[src/design/csirfg_pkg.sv]
`default_nettype none

package csirfg_pkg;

    localparam int HDR_BYTES = 20;

    // Header byte positions used by the emitter; position 20 is the first payload byte
    localparam logic [4:0] HDR_LAST = 5'd19;
    localparam logic [4:0] PAY_IDX  = 5'd20;

    localparam logic [1:0] CFG_NODE_ID      = 2'd0;
    localparam logic [1:0] CFG_MIN_INTERVAL = 2'd1;
    localparam logic [1:0] CFG_MAGIC_WORD   = 2'd2;

    localparam logic [7:0]  NODE_ID_RST      = 8'd1;
    localparam logic [19:0] MIN_INTERVAL_RST = 20'd20000;
    localparam logic [31:0] MAGIC_WORD_RST   = 32'd0;

    localparam logic [7:0] HDR_VERSION = 8'd1;

    typedef struct packed {
        logic              first_byte;
        logic [7:0]        iq_byte;
        logic [9:0]        iq_length;
        logic [7:0]        channel;
        logic signed [7:0] rssi;
        logic signed [7:0] noise_level;
        logic [62:0]       now_us;
    } item_t;

    typedef struct packed {
        logic [7:0] out_byte;
        logic       frame_end;
        logic       run_end;
    } result_t;

    // Centre frequency in MHz; 5885 at most, so 13 bits
    function automatic logic [12:0] freq_of_channel(input logic [7:0] ch);
        logic [15:0] ch16;
        logic [15:0] f;
        ch16 = {8'd0, ch};
        if (ch >= 8'd1 && ch <= 8'd13)
            f = 16'd2407 + ch16 * 16'd5;
        else if (ch == 8'd14)
            f = 16'd2484;
        else if (ch >= 8'd36 && ch <= 8'd177)
            f = 16'd5000 + ch16 * 16'd5;
        else
            f = 16'd0;
        return f[12:0];
    endfunction

endpackage

`default_nettype wire

[src/design/csi_record_framer_rate_gate_top.sv]
`default_nettype none

// Channel   Handshake              Payload
// input     in_valid / in_stall    first_byte iq_byte iq_length channel rssi noise_level now_us
// output    out_valid / out_stall  out_byte frame_end run_end
// config    cfg_write              cfg_index cfg_data
//
// Payload bytes pass one per cycle while out_stall is low, via the input and result registers.
// A record start that passes the gate and fits in MAX_FRAME_BYTES emits 20 header bytes, plus
// its first payload byte when iq_length is not zero, one per cycle from the header emitter
// while out_stall is low; the input stalls while they go out.
// Dropped items are consumed and give no transfer.
// Reset clears the gate time, sequence and frame state and loads the register defaults.
// out_stall holds the result register and backs up to in_stall in the same cycle.

module csi_record_framer_rate_gate_top
    import csirfg_pkg::*;
#(
    parameter int MAX_FRAME_BYTES = 512
)
(
    input  wire logic              clk,
    input  wire logic              rst_n,
    input  wire logic              cfg_write,
    input  wire logic [1:0]        cfg_index,
    input  wire logic [31:0]       cfg_data,
    input  wire logic              in_valid,
    output logic                   in_stall,
    input  wire logic              first_byte,
    input  wire logic [7:0]        iq_byte,
    input  wire logic [9:0]        iq_length,
    input  wire logic [7:0]        channel,
    input  wire logic signed [7:0] rssi,
    input  wire logic signed [7:0] noise_level,
    input  wire logic [62:0]       now_us,
    output logic                   out_valid,
    input  wire logic              out_stall,
    output logic [7:0]             out_byte,
    output logic                   frame_end,
    output logic                   run_end
);

    item_t   in_item;
    item_t   item;
    logic    item_valid;
    logic    consume;
    logic    res_ready;
    logic    res_valid;
    result_t res;
    result_t out_res;

    assign in_item.first_byte  = first_byte;
    assign in_item.iq_byte     = iq_byte;
    assign in_item.iq_length   = iq_length;
    assign in_item.channel     = channel;
    assign in_item.rssi        = rssi;
    assign in_item.noise_level = noise_level;
    assign in_item.now_us      = now_us;

    csirfg_in_reg u_in_reg (
        .clk        (clk),
        .rst_n      (rst_n),
        .in_valid   (in_valid),
        .in_stall   (in_stall),
        .in_item    (in_item),
        .item_valid (item_valid),
        .item       (item),
        .consume    (consume)
    );

    csirfg_framer #(
        .MAX_FRAME_BYTES (MAX_FRAME_BYTES)
    ) u_framer (
        .clk        (clk),
        .rst_n      (rst_n),
        .cfg_write  (cfg_write),
        .cfg_index  (cfg_index),
        .cfg_data   (cfg_data),
        .item_valid (item_valid),
        .item       (item),
        .consume    (consume),
        .res_ready  (res_ready),
        .res_valid  (res_valid),
        .res        (res)
    );

    csirfg_out_reg u_out_reg (
        .clk       (clk),
        .rst_n     (rst_n),
        .res_valid (res_valid),
        .res       (res),
        .res_ready (res_ready),
        .out_valid (out_valid),
        .out_stall (out_stall),
        .out_res   (out_res)
    );

    assign out_byte  = out_res.out_byte;
    assign frame_end = out_res.frame_end;
    assign run_end   = out_res.run_end;

endmodule

`default_nettype wire

[src/design/csirfg_in_reg.sv]
`default_nettype none

module csirfg_in_reg
    import csirfg_pkg::*;
(
    input  wire logic  clk,
    input  wire logic  rst_n,
    input  wire logic  in_valid,
    output logic       in_stall,
    input  wire item_t in_item,
    output logic       item_valid,
    output item_t      item,
    input  wire logic  consume
);

    logic  item_valid_reg;
    logic  item_valid_next;
    item_t item_reg;
    logic  accept;

    assign in_stall = item_valid_reg && !consume;
    assign accept   = in_valid && !in_stall;

    always_comb
    begin
        item_valid_next = item_valid_reg;
        if (accept)
            item_valid_next = 1'b1;
        else if (consume)
            item_valid_next = 1'b0;
    end

    always_ff @(posedge clk or negedge rst_n)
    begin
        if (!rst_n)
            item_valid_reg <= 1'b0;
        else
            item_valid_reg <= item_valid_next;
    end

    always_ff @(posedge clk)
    begin
        if (accept)
            item_reg <= in_item;
    end

    assign item_valid = item_valid_reg;
    assign item       = item_reg;

endmodule

`default_nettype wire

[src/design/csirfg_framer.sv]
`default_nettype none

module csirfg_framer
    import csirfg_pkg::*;
#(
    parameter int MAX_FRAME_BYTES = 512
)
(
    input  wire logic        clk,
    input  wire logic        rst_n,
    input  wire logic        cfg_write,
    input  wire logic [1:0]  cfg_index,
    input  wire logic [31:0] cfg_data,
    input  wire logic        item_valid,
    input  wire item_t       item,
    output logic             consume,
    input  wire logic        res_ready,
    output logic             res_valid,
    output result_t          res
);

    logic [7:0]  node_id_reg;
    logic [19:0] min_interval_reg;
    logic [31:0] magic_reg;

    logic [31:0] seq_reg,       seq_next;
    logic [62:0] last_time_reg, last_time_next;
    logic [9:0]  rem_reg,       rem_next;
    logic        hdr_active_reg, hdr_active_next;
    logic [4:0]  hdr_idx_reg,   hdr_idx_next;

    // Header fields captured when a record passes the gate and fits in a frame
    logic              hdr_load;
    logic [12:0]       freq_reg;
    logic [8:0]        sub_reg;
    logic signed [7:0] rssi_reg;
    logic signed [7:0] nf_reg;
    logic [7:0]        pay_byte_reg;
    logic              len_zero_reg;
    logic              len_one_reg;

    logic [63:0] gap;
    logic        too_early;
    logic        fits;
    logic [7:0]  hdr_byte;
    logic        hdr_last;

    assign gap       = {1'b0, item.now_us} - {1'b0, last_time_reg};
    assign too_early = gap[63] || (gap[62:0] < {43'd0, min_interval_reg});
    assign fits      = ({1'b0, item.iq_length} + 11'(HDR_BYTES)) <= 11'(MAX_FRAME_BYTES);
    assign hdr_last  = len_zero_reg ? (hdr_idx_reg == HDR_LAST) : (hdr_idx_reg == PAY_IDX);

    always_comb
    begin
        case (hdr_idx_reg)
            5'd0:    hdr_byte = magic_reg[7:0];
            5'd1:    hdr_byte = magic_reg[15:8];
            5'd2:    hdr_byte = magic_reg[23:16];
            5'd3:    hdr_byte = magic_reg[31:24];
            5'd4:    hdr_byte = node_id_reg;
            5'd5:    hdr_byte = HDR_VERSION;
            5'd6:    hdr_byte = sub_reg[7:0];
            5'd7:    hdr_byte = {7'd0, sub_reg[8]};
            5'd8:    hdr_byte = freq_reg[7:0];
            5'd9:    hdr_byte = {3'd0, freq_reg[12:8]};
            5'd12:   hdr_byte = seq_reg[7:0];
            5'd13:   hdr_byte = seq_reg[15:8];
            5'd14:   hdr_byte = seq_reg[23:16];
            5'd15:   hdr_byte = seq_reg[31:24];
            5'd16:   hdr_byte = rssi_reg;
            5'd17:   hdr_byte = nf_reg;
            5'd20:   hdr_byte = pay_byte_reg;
            default: hdr_byte = 8'd0;
        endcase
    end

    always_comb
    begin
        seq_next        = seq_reg;
        last_time_next  = last_time_reg;
        rem_next        = rem_reg;
        hdr_active_next = hdr_active_reg;
        hdr_idx_next    = hdr_idx_reg;
        hdr_load        = 1'b0;
        consume         = 1'b0;
        res_valid       = 1'b0;
        res             = '0;

        if (hdr_active_reg) begin
            if (res_ready) begin
                res_valid     = 1'b1;
                res.out_byte  = hdr_byte;
                res.frame_end = hdr_last && (len_zero_reg || len_one_reg);
                res.run_end   = hdr_last;
                hdr_idx_next  = hdr_idx_reg + 5'd1;
                if (hdr_last) begin
                    hdr_active_next = 1'b0;
                    seq_next        = seq_reg + 32'd1;
                end
            end
        end else if (item_valid && res_ready) begin
            consume = 1'b1;
            if (item.first_byte) begin
                rem_next = 10'd0;
                if (!too_early) begin
                    last_time_next = item.now_us;
                    if (fits) begin
                        hdr_load        = 1'b1;
                        rem_next        = (item.iq_length == 10'd0) ? 10'd0
                                                                    : item.iq_length - 10'd1;
                        // byte 0 goes out in the same cycle
                        res_valid       = 1'b1;
                        res.out_byte    = magic_reg[7:0];
                        hdr_active_next = 1'b1;
                        hdr_idx_next    = 5'd1;
                    end
                end
            end else if (rem_reg != 10'd0) begin
                rem_next      = rem_reg - 10'd1;
                res_valid     = 1'b1;
                res.out_byte  = item.iq_byte;
                res.frame_end = (rem_reg == 10'd1);
                res.run_end   = 1'b1;
            end
        end
    end

    always_ff @(posedge clk or negedge rst_n)
    begin
        if (!rst_n) begin
            node_id_reg      <= NODE_ID_RST;
            min_interval_reg <= MIN_INTERVAL_RST;
            magic_reg        <= MAGIC_WORD_RST;
        end else if (cfg_write) begin
            unique case (cfg_index)
                CFG_NODE_ID:      node_id_reg      <= cfg_data[7:0];
                CFG_MIN_INTERVAL: min_interval_reg <= cfg_data[19:0];
                CFG_MAGIC_WORD:   magic_reg        <= cfg_data;
                default:          ;
            endcase
        end
    end

    always_ff @(posedge clk or negedge rst_n)
    begin
        if (!rst_n) begin
            seq_reg        <= 32'd0;
            last_time_reg  <= 63'd0;
            rem_reg        <= 10'd0;
            hdr_active_reg <= 1'b0;
            hdr_idx_reg    <= 5'd0;
        end else begin
            seq_reg        <= seq_next;
            last_time_reg  <= last_time_next;
            rem_reg        <= rem_next;
            hdr_active_reg <= hdr_active_next;
            hdr_idx_reg    <= hdr_idx_next;
        end
    end

    always_ff @(posedge clk)
    begin
        if (hdr_load) begin
            freq_reg     <= freq_of_channel(item.channel);
            sub_reg      <= item.iq_length[9:1];
            rssi_reg     <= item.rssi;
            nf_reg       <= item.noise_level;
            pay_byte_reg <= item.iq_byte;
            len_zero_reg <= (item.iq_length == 10'd0);
            len_one_reg  <= (item.iq_length == 10'd1);
        end
    end

endmodule

`default_nettype wire

[src/design/csirfg_out_reg.sv]
`default_nettype none

module csirfg_out_reg
    import csirfg_pkg::*;
(
    input  wire logic    clk,
    input  wire logic    rst_n,
    input  wire logic    res_valid,
    input  wire result_t res,
    output logic         res_ready,
    output logic         out_valid,
    input  wire logic    out_stall,
    output result_t      out_res
);

    logic    out_valid_reg, out_valid_next;
    result_t out_res_reg;

    // free when empty or when the held result transfers this cycle
    assign res_ready = !out_valid_reg || !out_stall;

    always_comb
    begin
        out_valid_next = out_valid_reg;
        if (res_ready)
            out_valid_next = res_valid;
    end

    always_ff @(posedge clk or negedge rst_n)
    begin
        if (!rst_n)
            out_valid_reg <= 1'b0;
        else
            out_valid_reg <= out_valid_next;
    end

    always_ff @(posedge clk)
    begin
        if (res_ready && res_valid)
            out_res_reg <= res;
    end

    assign out_valid = out_valid_reg;
    assign out_res   = out_res_reg;

endmodule

`default_nettype wire
[config.mk]
export PLATFORM = sky130hd
export DESIGN_NAME = csi_record_framer_rate_gate_top
export DESIGN_NICKNAME = d
export VERILOG_FILES = /design/src/design/csirfg_pkg.sv /design/src/design/csi_record_framer_rate_gate_top.sv /design/src/design/csirfg_in_reg.sv /design/src/design/csirfg_framer.sv /design/src/design/csirfg_out_reg.sv
export SDC_FILE = /design/constraint.sdc
export NUM_CORES = 1
export LEC_CHECK = 0
export ABC_CLOCK_PERIOD_IN_PS = 11700
export BUFFER_PORTS_ARGS = -buffer_cell sky130_fd_sc_hd__buf_2
export CORE_ASPECT_RATIO = 1.1
export CORE_UTILIZATION = 60
export CTS_BUF_LIST = sky130_fd_sc_hd__clkbuf_4 sky130_fd_sc_hd__clkbuf_8
export DETAILED_ROUTE_END_ITERATION = 10
export PLACE_DENSITY = 0.86
export SLEW_MARGIN = 5
export SYNTH_ARGS = -nofsm -noshare
export SYNTH_HDL_FRONTEND = slang
export SYNTH_HIERARCHICAL = 1
export SYNTH_SLANG_ARGS = --single-unit
[constraint.sdc]
create_clock -name clk -period 11.7 [get_ports clk]
set_input_delay 1.755 -clock clk [delete_from_list [all_inputs] [get_ports clk]]
set_output_delay 1.755 -clock clk [all_outputs]
set_load 0.02 [all_outputs]
==> reports/qor.yml, run 1 <==
status: "finished clean"
synth_area_um2: 19200
cts-root-buf: "clkbuf_8"
yosysUniqueCellTypes: 90
routed.top_layer: "met4"
overflow: 0
antenna_cells: 0
yosys_most_used_dff: "dfrtp_1"
post_cts_buffers: 0
place_congestion: 1.02
cp-end-kind: "register"
finClkSkew_ps: 35.6
drt-pass1-iter-count: 5
wl_mm: 53.8
die_h_um: 189
cellPowerDensity_nw_per_um2: 279
maxSlewViolCount: 0
drt-met1-wl_mm: 22.8
htree_levels: 2
tns_ps: 0
cts_resized: 0
syn_nets: 2043
ys_warn_count: 6
clock.fmax_mhz: 159
dp_hpwl_mm: 40.9
place_area_um2: 20300
design_area_um2: 21400
core-area_um2: 31400
worst-slew-pin-transition_ps: 1240
die_width_um: 172
cp_data_required_time_ps: 12040
ant_nets: 0
clk_latency_ps: 620
std_cell_rows: 68
vdd_ir_drop_max_v: 0.000186
yosysSeqAreaShare: 0.484
cts_tree: "built"
port_buffers: 156
startpoint_type: "register"
synth_area_leaders: "edfxtp_1 26%, dfrtp_1 22%, mux2_2 7.4%"
drc: 0
dr_wl_met3_mm: 3.72
fin_crit_sh: 0.538
synth.most_common_cell: "dfrtp_1"
synth_seq_cells: 337
min_path_type: "reg -> reg"
cts.sinks: 337
slew-limit-headroom: 0.171
area_delta_synth_final_pct: 11.9
numCtsBuffers: 54
via_count: 15200
power_leakage_uw: 0.00897
hold_viol_final: 0
largest_reg_flops: 106
cp_max_fo: 62
clk_pin_slew_ps: 60
fin_util: 0.683
die-area_um2: 32600
met2_length_mm: 25.8
synth_top_area_frac: 0.257
synth_area_leader_cell: "edfxtp_1"
initial_core_util: 0.610
nets: 2208
ys_top_cells_by_count: "167 x dfrtp_1, 164 x edfxtp_1, 148 x nand2_1"
async_flop_share: 0.513
synth-edff-count: 164
path_class: "reg -> reg"
synthesis.area_per_instance_um2: 10.7
routed_via_density: 6.28
grt_max_degree: 101
setup_viol: 0
cts_hold_buf: 0
drt_iter0_drc: 1376
fill_cells: 2407
power_uw: 5970
clockBufferDepth: 3
rsz0062_at_grt: "no"
wl_per_cell_um: 22.3
antenna_found_initial: 0
period_minus_slack_ps: 6290
io_pins: 157
grt_pass1_vias: 15000
grt_pass1_wl_mm: 82.9
arrival_ps: 6630
syn_inst: 1786
drive_gt1_frac: 0.214
maxCapViolations: 0
grt.total_usage: 0.333
==> kinds of logic after synthesis <==
group	Yosys count	share of synthesized area
muxes	136	0.0793
xor gates and xnor gates	91	0.0416
buffers and inverters	173	0.0358
adders and majority gates	112	0.0740
AOI/OAI and AO/OA	467	0.163
and+or+nand+nor	470	0.122
DFF	337	0.484
==> worst max-delay path, cell delays in order (launching register included) <==
cell	delay (ps)
edfxtp_1	390
ha_1	370
a21o_1	220
nand2b_1	150
o21ai_0	590
nand2_1	280
a21o_1	250
a21oi_1	160
xnor2_1	90
ha_1	230
a311o_1	300
nor4_1	360
o2111ai_1	190
a2111oi_0	350
nand3_1	200
nor4_4	180
nand3_2	280
and3_2	290
buf_4	340
or3_1	500
a21boi_2	250
==> through the flow <==
| step | instances | hold WS, ps | setup slack, ps |
|---|---|---|---|
| 6_report | 2416 | 416 | 5410 |
| 5_1_grt | 2416 | 427 | 5100 |
| 4_1_cts | 2416 | 419 | 5500 |
| 3_5_place_dp | 2315 | 405 | 5510 |
| 3_3_place_gp | 2315 | 409 | 5700 |
| 2_1_floorplan | 1786 | 400 | 7080 |
==> path summary, 6_finish.rpt <==
path,startpoint,end,slack (ps),cells past startpoint
max,u_in_reg/item[4]$_DFFE_PP_,u_out_reg/out_res[8]$_DFFE_PP_,5410,20
min,u_in_reg/item[64]$_DFFE_PP_,u_framer/nf_reg[1]$_DFFE_PP_,420,0
max reg2reg,u_in_reg/item[4]$_DFFE_PP_,u_out_reg/out_res[8]$_DFFE_PP_,5410,20
min reg2reg,u_in_reg/item[64]$_DFFE_PP_,u_framer/nf_reg[1]$_DFFE_PP_,420,0
max in group asynchronous,rst_n,u_framer/last_time_reg[23]$_DFFE_PN0P_,8890,2
min in group asynchronous,rst_n,u_framer/magic_reg[26]$_DFFE_PN0P_,1220,1
==> cell usage in the layout, fill, tap and decap left out, types with 20 or more instances in the layout <==
master	count
dfrtp_1	167
edfxtp_1	164
buf_2	155
nand2_1	148
a21oi_1	126
mux2_2	126
inv_1	117
ha_1	110
nor2_1	100
o21ai_0	69
clkbuf_8	62
xnor2_1	53
nand3_1	39
xor2_1	38
nand4_1	37
nor3_1	36
a21o_1	26
a31oi_1	24
o21ai_1	22
o211ai_1	21
a22oi_1	21
clkbuf_4	20
o21a_1	20
and3_1	20
==> power by group <==
part           switching (uW)  total (uW)  leakage, uW  internal (uW)
sequential                217        1810      0.00365           1590
combinational            1930        3100      0.00471           1170
clock                     470        1060     0.000609            594
==> area by class of cell <==
cell class | instances | area (um^2) | share of cell area
Sequential cell | 337 | 9260 | 0.432
Multi-Input combinational cell | 1276 | 9210 | 0.429
Clock buffer | 82 | 1000 | 0.0468
Timing Repair Buffer | 165 | 855 | 0.0399
Tap cell | 420 | 526 | 0.0245
Inverter | 117 | 439 | 0.0205
Clock inverter | 19 | 150 | 0.00700
==> routing by layer <==
layer,global-route usage,vias to the layer above
met5,0,-
met4,0.107,0
met3,0.0512,97
met2,0.545,680
met1,0.454,7414
li1,-,6987
Note: power is estimated with default switching activity, not from simulation.
==> run 2: changes to the inputs <==
- ABC_CLOCK_PERIOD_IN_PS: 11700 -> 5290
- CORE_UTILIZATION: 60 -> 57
- clock period: 11.7 -> 5.29 ns (I/O delays scaled with it)
==> run 2 against run 1 <==
Effect of this change:
- via count rose by 0.86%
- clock skew rose by 7.0 ps
- first-iteration DRC count rose by 21%
- final cell count rose by 0.95%
- fmax rose by 26%
- hold slack got worse by 150 ps
- largest power group unchanged
- highest routed layer unchanged
==> reports/qor.yml, run 2 (synthesis results as in run 1) <==
cp_data_required_time_ps: 5610  # was 12040 ps
cts.sinks: 337  # unchanged
clk_latency_ps: 620  # about the same
crit_start: "u_in_reg/item[2]$_DFFE_PP_"  # was u_in_reg/item[4]$_DFFE_PP_
cellPowerDensity_nw_per_um2: 611  # was 279 nW/um^2
maxCapViolations: 0  # unchanged
antenna_cells: 0  # unchanged
fill_cells: 2537  # was 2407
nets: 2220  # was 2208
cp-end-kind: "register"  # unchanged
largest_reg_flops: 106  # unchanged
power_leakage_uw: 0.00902  # was 0.00897 uW
drt-pass1-iter-count: 6  # was 5
via_count: 15300  # was 15200
routed_via_density: 6.28  # about the same
regArea_um2: 9260  # unchanged
grt_pass1_vias: 14900  # was 15000
rr_worst_depth: 19  # was 20
final_common_cell: "dfrtp_1"  # unchanged
place_congestion: 0.994  # was 1.02
std_cell_rows: 70  # was 68
path_class: "reg -> reg"  # unchanged
area_delta_synth_final_pct: 12.5  # was 11.9%
drive_gt1_frac: 0.219  # was 0.214
htree_levels: 2  # unchanged
place_ws_ps: 63.3  # was 5510 ps
maxSlewViolCount: 0  # unchanged
min_path_type: "in -> async"  # was reg -> reg
rrSetupSlack_ps: 290  # was 5410 ps
vdd_ir_drop_max_v: 0.000359  # was 0.000186 V
power_uw: 13200  # was 5970 uW
drc: 0  # unchanged
cts_tree: "built"  # unchanged
place_area_um2: 20400  # was 20300 um^2
core-area_um2: 33200  # was 31400 um^2
numCtsBuffers: 52  # was 54
wl_mm: 52.8  # was 53.8 mm
io_pins: 157  # unchanged
multiInputGateArea_um2: 9220  # was 9210 um^2
antenna_found_initial: 0  # unchanged
fin_hold_ws_ps: 267  # was 416 ps
status: "finished clean"  # unchanged
clockBufferDepth: 3  # unchanged
clock.fmax_mhz: 200  # was 159 MHz
slew-limit-headroom: 0.139  # was 0.171
rr_startpoint: "u_in_reg/item[2]$_DFFE_PP_"  # was u_in_reg/item[4]$_DFFE_PP_
die-area_um2: 34300  # was 32600 um^2
drt_iter0_drc: 1668  # was 1376
die_h_um: 194  # was 189 um
grt_max_degree: 105  # was 101
startpoint_type: "register"  # unchanged
overflow: 0  # unchanged
die_width_um: 177  # was 172 um
grt_pass1_wl_mm: 81.8  # was 82.9 mm
fin_ws_ps: 293  # was 5410 ps
setup_viol: 0  # unchanged
post_cts_buffers: 0  # unchanged
fin_crit_sh: 0.945  # was 0.538
r2r-end: "u_out_reg/out_res[1]$_DFFE_PP_"  # was u_out_reg/out_res[8]$_DFFE_PP_
dp_hpwl_mm: 40.2  # was 40.9 mm
layout_common_cells: "167 x dfrtp_1, 164 x edfxtp_1, 155 x buf_2"  # unchanged
port_buffers: 156  # unchanged
ant_nets: 0  # unchanged
worst-slew-pin-transition_ps: 1290  # was 1240 ps
finClkSkew_ps: 42.6  # was 35.6 ps
initial_core_util: 0.577  # was 0.610
grt.total_usage: 0.307  # was 0.333
period_minus_slack_ps: 5000  # was 6290 ps
wl_per_cell_um: 21.6  # was 22.3 um
arrival_ps: 5320  # was 6630 ps
cp_max_fo: 10  # was 62
fin_util: 0.649  # was 0.683
clk_pin_slew_ps: 70  # was 60 ps
cts-root-buf: "clkbuf_8"  # unchanged
design_area_um2: 21600  # was 21400 um^2
hold_viol_final: 0  # unchanged
## run 2: changes by cell type in the layout (fill, tap and decap cells not counted), sizes merged
cell and delta:
clkinv +5, clkbuf -9, bufinv +1, clkinvlp +1, buf +13
## run 2: routing by layer
layer  GRT usage  part of all wire  up-vias
met5           0                 0        -
met4       0.136             0.043        0
met3      0.0435             0.073      140
met2       0.492              0.47      704
met1       0.413              0.41     7440
li1            -                 -     7025
## run 2: worst max path at each step
stage / to / slack, ps
after global placement: u_out_reg/out_res[4]$_DFFE_PP_ / 340
after floorplan: u_out_reg/out_res[0]$_DFFE_PP_ / 670
final: u_out_reg/out_res[1]$_DFFE_PP_ / 290
after CTS: u_framer/last_time_reg[42]$_DFFE_PN0P_ / 50
after global routing: u_out_reg/out_res[3]$_DFFE_PP_ / -7
after detailed placement: u_out_reg/out_res[6]$_DFFE_PP_ / 60
## run 2: area by class of cell
type | count | share of cell area
well taps | 432 | 0.0251
repair buffers | 179 | 0.0459
flip-flops and latches | 337 | 0.430
inverters | 117 | 0.0204
clock inverters | 26 | 0.00975
multi-input cells | 1276 | 0.428
clock buffers | 72 | 0.0413
## run 2: metrics by stage
step / setup TNS [ps] / cells
floorplan: 0 / 1786
global placement: 0 / 2340
detailed placement: 0 / 2340
CTS: 0 / 2438
global route: -52.3 / 2439
finish: 0 / 2439
## run 2: timing repair
action,CTS,global route
endpoints found under the setup margin,0,117
resized for setup,0,4
hold buffers,0,0
## run 2: worst max-delay path: stages (launching register included)
cell and delay [ps]:
edfxtp_1 390, ha_1 390, o211ai_1 270, a21oi_2 110, o21ai_2 260, nand2_1 160
a21o_1 210, a21oi_1 160, xnor2_1 80, ha_1 200, a311o_1 280, nor4_1 290
o2111ai_1 170, a2111oi_0 350, nand3_1 210, nor4_4 190, nand3_2 150, and3_2 210
or3_1 380, a21boi_2 270
## run 2: power by group
group	switching (uW)	internal [uW]
sequential	484	3520
combinational	4240	2630
clock	1030	1250
total	5750	7410
==> run 3: changes to the inputs <==
- GPL_TIMING_DRIVEN: not set -> 0
==> run 3 against run 2 <==
Effect of this change:
- sequential power decreased by 1%
- final cell count increased by 1.6%
- non-clock buffer count increased by 39
- global-route usage increased by 0.36 points
- largest cell class is now multi-input gates
==> reports/qor.yml, run 3 (synthesis results as in run 1) <==
min_path_type: "in -> async"  # unchanged
vdd_ir_drop_max_v: 0.000328  # was 0.000359 V
rrSetupSlack_ps: 220  # was 290 ps
finClkSkew_ps: 33.9  # was 42.6 ps
fin_cells: 2478  # was 2439
nets: 2260  # was 2220
fin_ws_ps: 217  # was 293 ps
fin_hold_ws_ps: 93.7  # was 267 ps
place_area_um2: 20500  # was 20400 um^2
clockBufferDepth: 3  # unchanged
clk_latency_ps: 640  # was 620 ps
cts-root-buf: "clkbuf_8"  # unchanged
initial_core_util: 0.577  # unchanged
dp.cells: 2375  # was 2340
grt_pass1_wl_mm: 81.9  # was 81.8 mm
die_width_um: 177  # unchanged
cts.sinks: 337  # unchanged
power_leakage_uw: 0.00908  # was 0.00902 uW
via_count: 15300  # about the same
p_int_uw: 7510  # was 7410 uW
drive_gt1_frac: 0.223  # was 0.219
worst-slew-pin-transition_ps: 1250  # was 1290 ps
largest_reg_flops: 106  # unchanged
drt_iter0_drc: 1424  # was 1668
rr_worst_depth: 24  # was 19
fill_cells: 2529  # was 2537
startpoint_type: "register"  # unchanged
cp-end-kind: "register"  # unchanged
clk_pin_slew_ps: 70  # about the same
cts_tree: "built"  # unchanged
cp_data_required_time_ps: 5670  # was 5610 ps
maxCapViolations: 0  # unchanged
io_pins: 157  # unchanged
clock.fmax_mhz: 197  # was 200 MHz
design_area_um2: 21900  # was 21600 um^2
seqPwrFrac: 0.297  # was 0.305
area_delta_synth_final_pct: 14.2  # was 12.5%
die_h_um: 194  # unchanged
grt.total_usage: 0.310  # was 0.307
grt_pass1_vias: 15100  # was 14900
wl_mm: 53.0  # was 52.8 mm
place_ws_ps: -615  # was 63.3 ps
core-area_um2: 33200  # unchanged
routed_via_density: 6.17  # was 6.28
dp_hpwl_mm: 40.4  # was 40.2 mm
r2r-end: "u_out_reg/out_res[5]$_DFFE_PP_"  # was u_out_reg/out_res[1]$_DFFE_PP_
grt_max_degree: 109  # was 105
maxSlewViolCount: 0  # unchanged
status: "finished clean"  # unchanged
arrival_ps: 5450  # was 5320 ps
p_comb_frac: 0.526  # was 0.522
swShare: 0.437  # about the same
antenna_found_initial: 1  # was 0
path_class: "reg -> reg"  # unchanged
overflow: 0  # unchanged
rr_startpoint: "u_in_reg/item[0]$_DFFE_PP_"  # was u_in_reg/item[2]$_DFFE_PP_
cts_hold_buf: 0  # unchanged
htree_levels: 2  # unchanged
std_cell_rows: 70  # unchanged
fin_crit_sh: 0.959  # was 0.945
tns_ps: 0  # unchanged
ant_nets: 0  # unchanged
place_congestion: 1.00  # was 0.994
drc: 0  # unchanged
clkPwrFrac: 0.177  # was 0.173
power_switching_uw: 5830  # was 5750 uW
setup_viol: 0  # unchanged
cellPowerDensity_nw_per_um2: 609  # was 611 nW/um^2
rsz0062_at_grt: "no"
numCtsBuffers: 53  # was 52
cp_max_fo: 57  # was 10
hold_viol_final: 0  # unchanged
layout_common_cells: "167 x dfrtp_1, 166 x buf_2, 164 x edfxtp_1"  # was 167 x dfrtp_1, 164 x edfxtp_1, 155 x buf_2
port_buffers: 156  # unchanged
final_common_cell: "dfrtp_1"  # unchanged
die-area_um2: 34300  # unchanged
slew-limit-headroom: 0.158  # was 0.139
drt-pass1-iter-count: 6  # unchanged
wl_per_cell_um: 21.4  # was 21.6 um
period_minus_slack_ps: 5070  # was 5000 ps
## run 3: changes by cell type in the layout (fill, tap and decap cells not counted), sizes merged
cell	before	now
clkinv	18	11
clkinvlp	3	1
inv	119	118
clkbuf	73	122
buf	178	177
diode	0	1
## run 3: power by group through the flow
stage,Clock [uW],Combinational (uW),Sequential [uW]
5_1_grt,2520,7660,4020
3_3_place_gp,0,6540,3960
2_1_floorplan,0,4960,3880
4_1_cts,2400,6800,3950
3_5_place_dp,0,6680,4000
6_report,2360,7020,3960
## run 3: layer usage
metal	wire [um]	global-route usage
met3	3610	0.0614
met5	0	0
met4	2200	0.139
met1	22000	0.398
met2	25200	0.507
## run 3: worst max path at each step
stage | from | end | slack, ps | depth (start not counted)
detailed placement | u_in_reg/item[2]$_DFFE_PP_ | u_out_reg/out_res[5]$_DFFE_PP_ | -620 | 20
global route | u_in_reg/item[0]$_DFFE_PP_ | u_out_reg/out_res[4]$_DFFE_PP_ | 0.8 | 24
finish | u_in_reg/item[0]$_DFFE_PP_ | u_out_reg/out_res[5]$_DFFE_PP_ | 220 | 24
floorplan | u_in_reg/item[4]$_DFFE_PP_ | u_out_reg/out_res[0]$_DFFE_PP_ | 670 | 20
CTS | u_in_reg/item[10]$_DFFE_PP_ | u_out_reg/out_res[0]$_DFFE_PP_ | 20 | 19
global placement | u_in_reg/item[4]$_DFFE_PP_ | u_out_reg/out_res[5]$_DFFE_PP_ | -640 | 20
## run 3: area by class of cell
cell class,count,area [um^2],share of cell area
antenna,1,2.50,0.000114
buffer,56,255,0.0117
clock buffer,81,977,0.0447
clock inverter,16,155,0.00709
inverter,117,439,0.0201
multi-input combinational,1276,9350,0.428
sequential,337,9260,0.423
tap,432,541,0.0247
timing repair buffer,162,888,0.0406
## run 3: critical path, cell delays in order, from the launching register on
cell      delay, ps
edfxtp_1        390
inv_1            70
ha_1            170
inv_1            60
fa_1            430
a211oi_2        260
o21ai_2         150
nand3_1         110
nand2_1          70
xor2_1          160
ha_1            290
a21o_1          180
a21o_1          160
a21oi_1         140
nor2_1           60
a211oi_1        240
a21oi_1         170
nand4_1         150
o22ai_1         130
nor4_4          250
nand3_4         170
and3_1          200
buf_6           140
buf_12          210
a221o_1         410
## run 3: timing repair
| item | CTS | global route |
|---|---|---|
| endpoints found under the setup margin | 135 | 74 |
| gates resized for setup | 13 | 20 |
| pin swaps | 4 | 5 |
| setup buffers | 1 | 3 |
| cloned | 0 | 0 |
## run 3: through the flow
stage	utilization	total power (uW)
2_1_floorplan	-	8830
3_3_place_gp	0.617	10500
3_5_place_dp	0.618	10700
4_1_cts	0.654	13200
5_1_grt	0.659	14200
6_report	0.659	13300
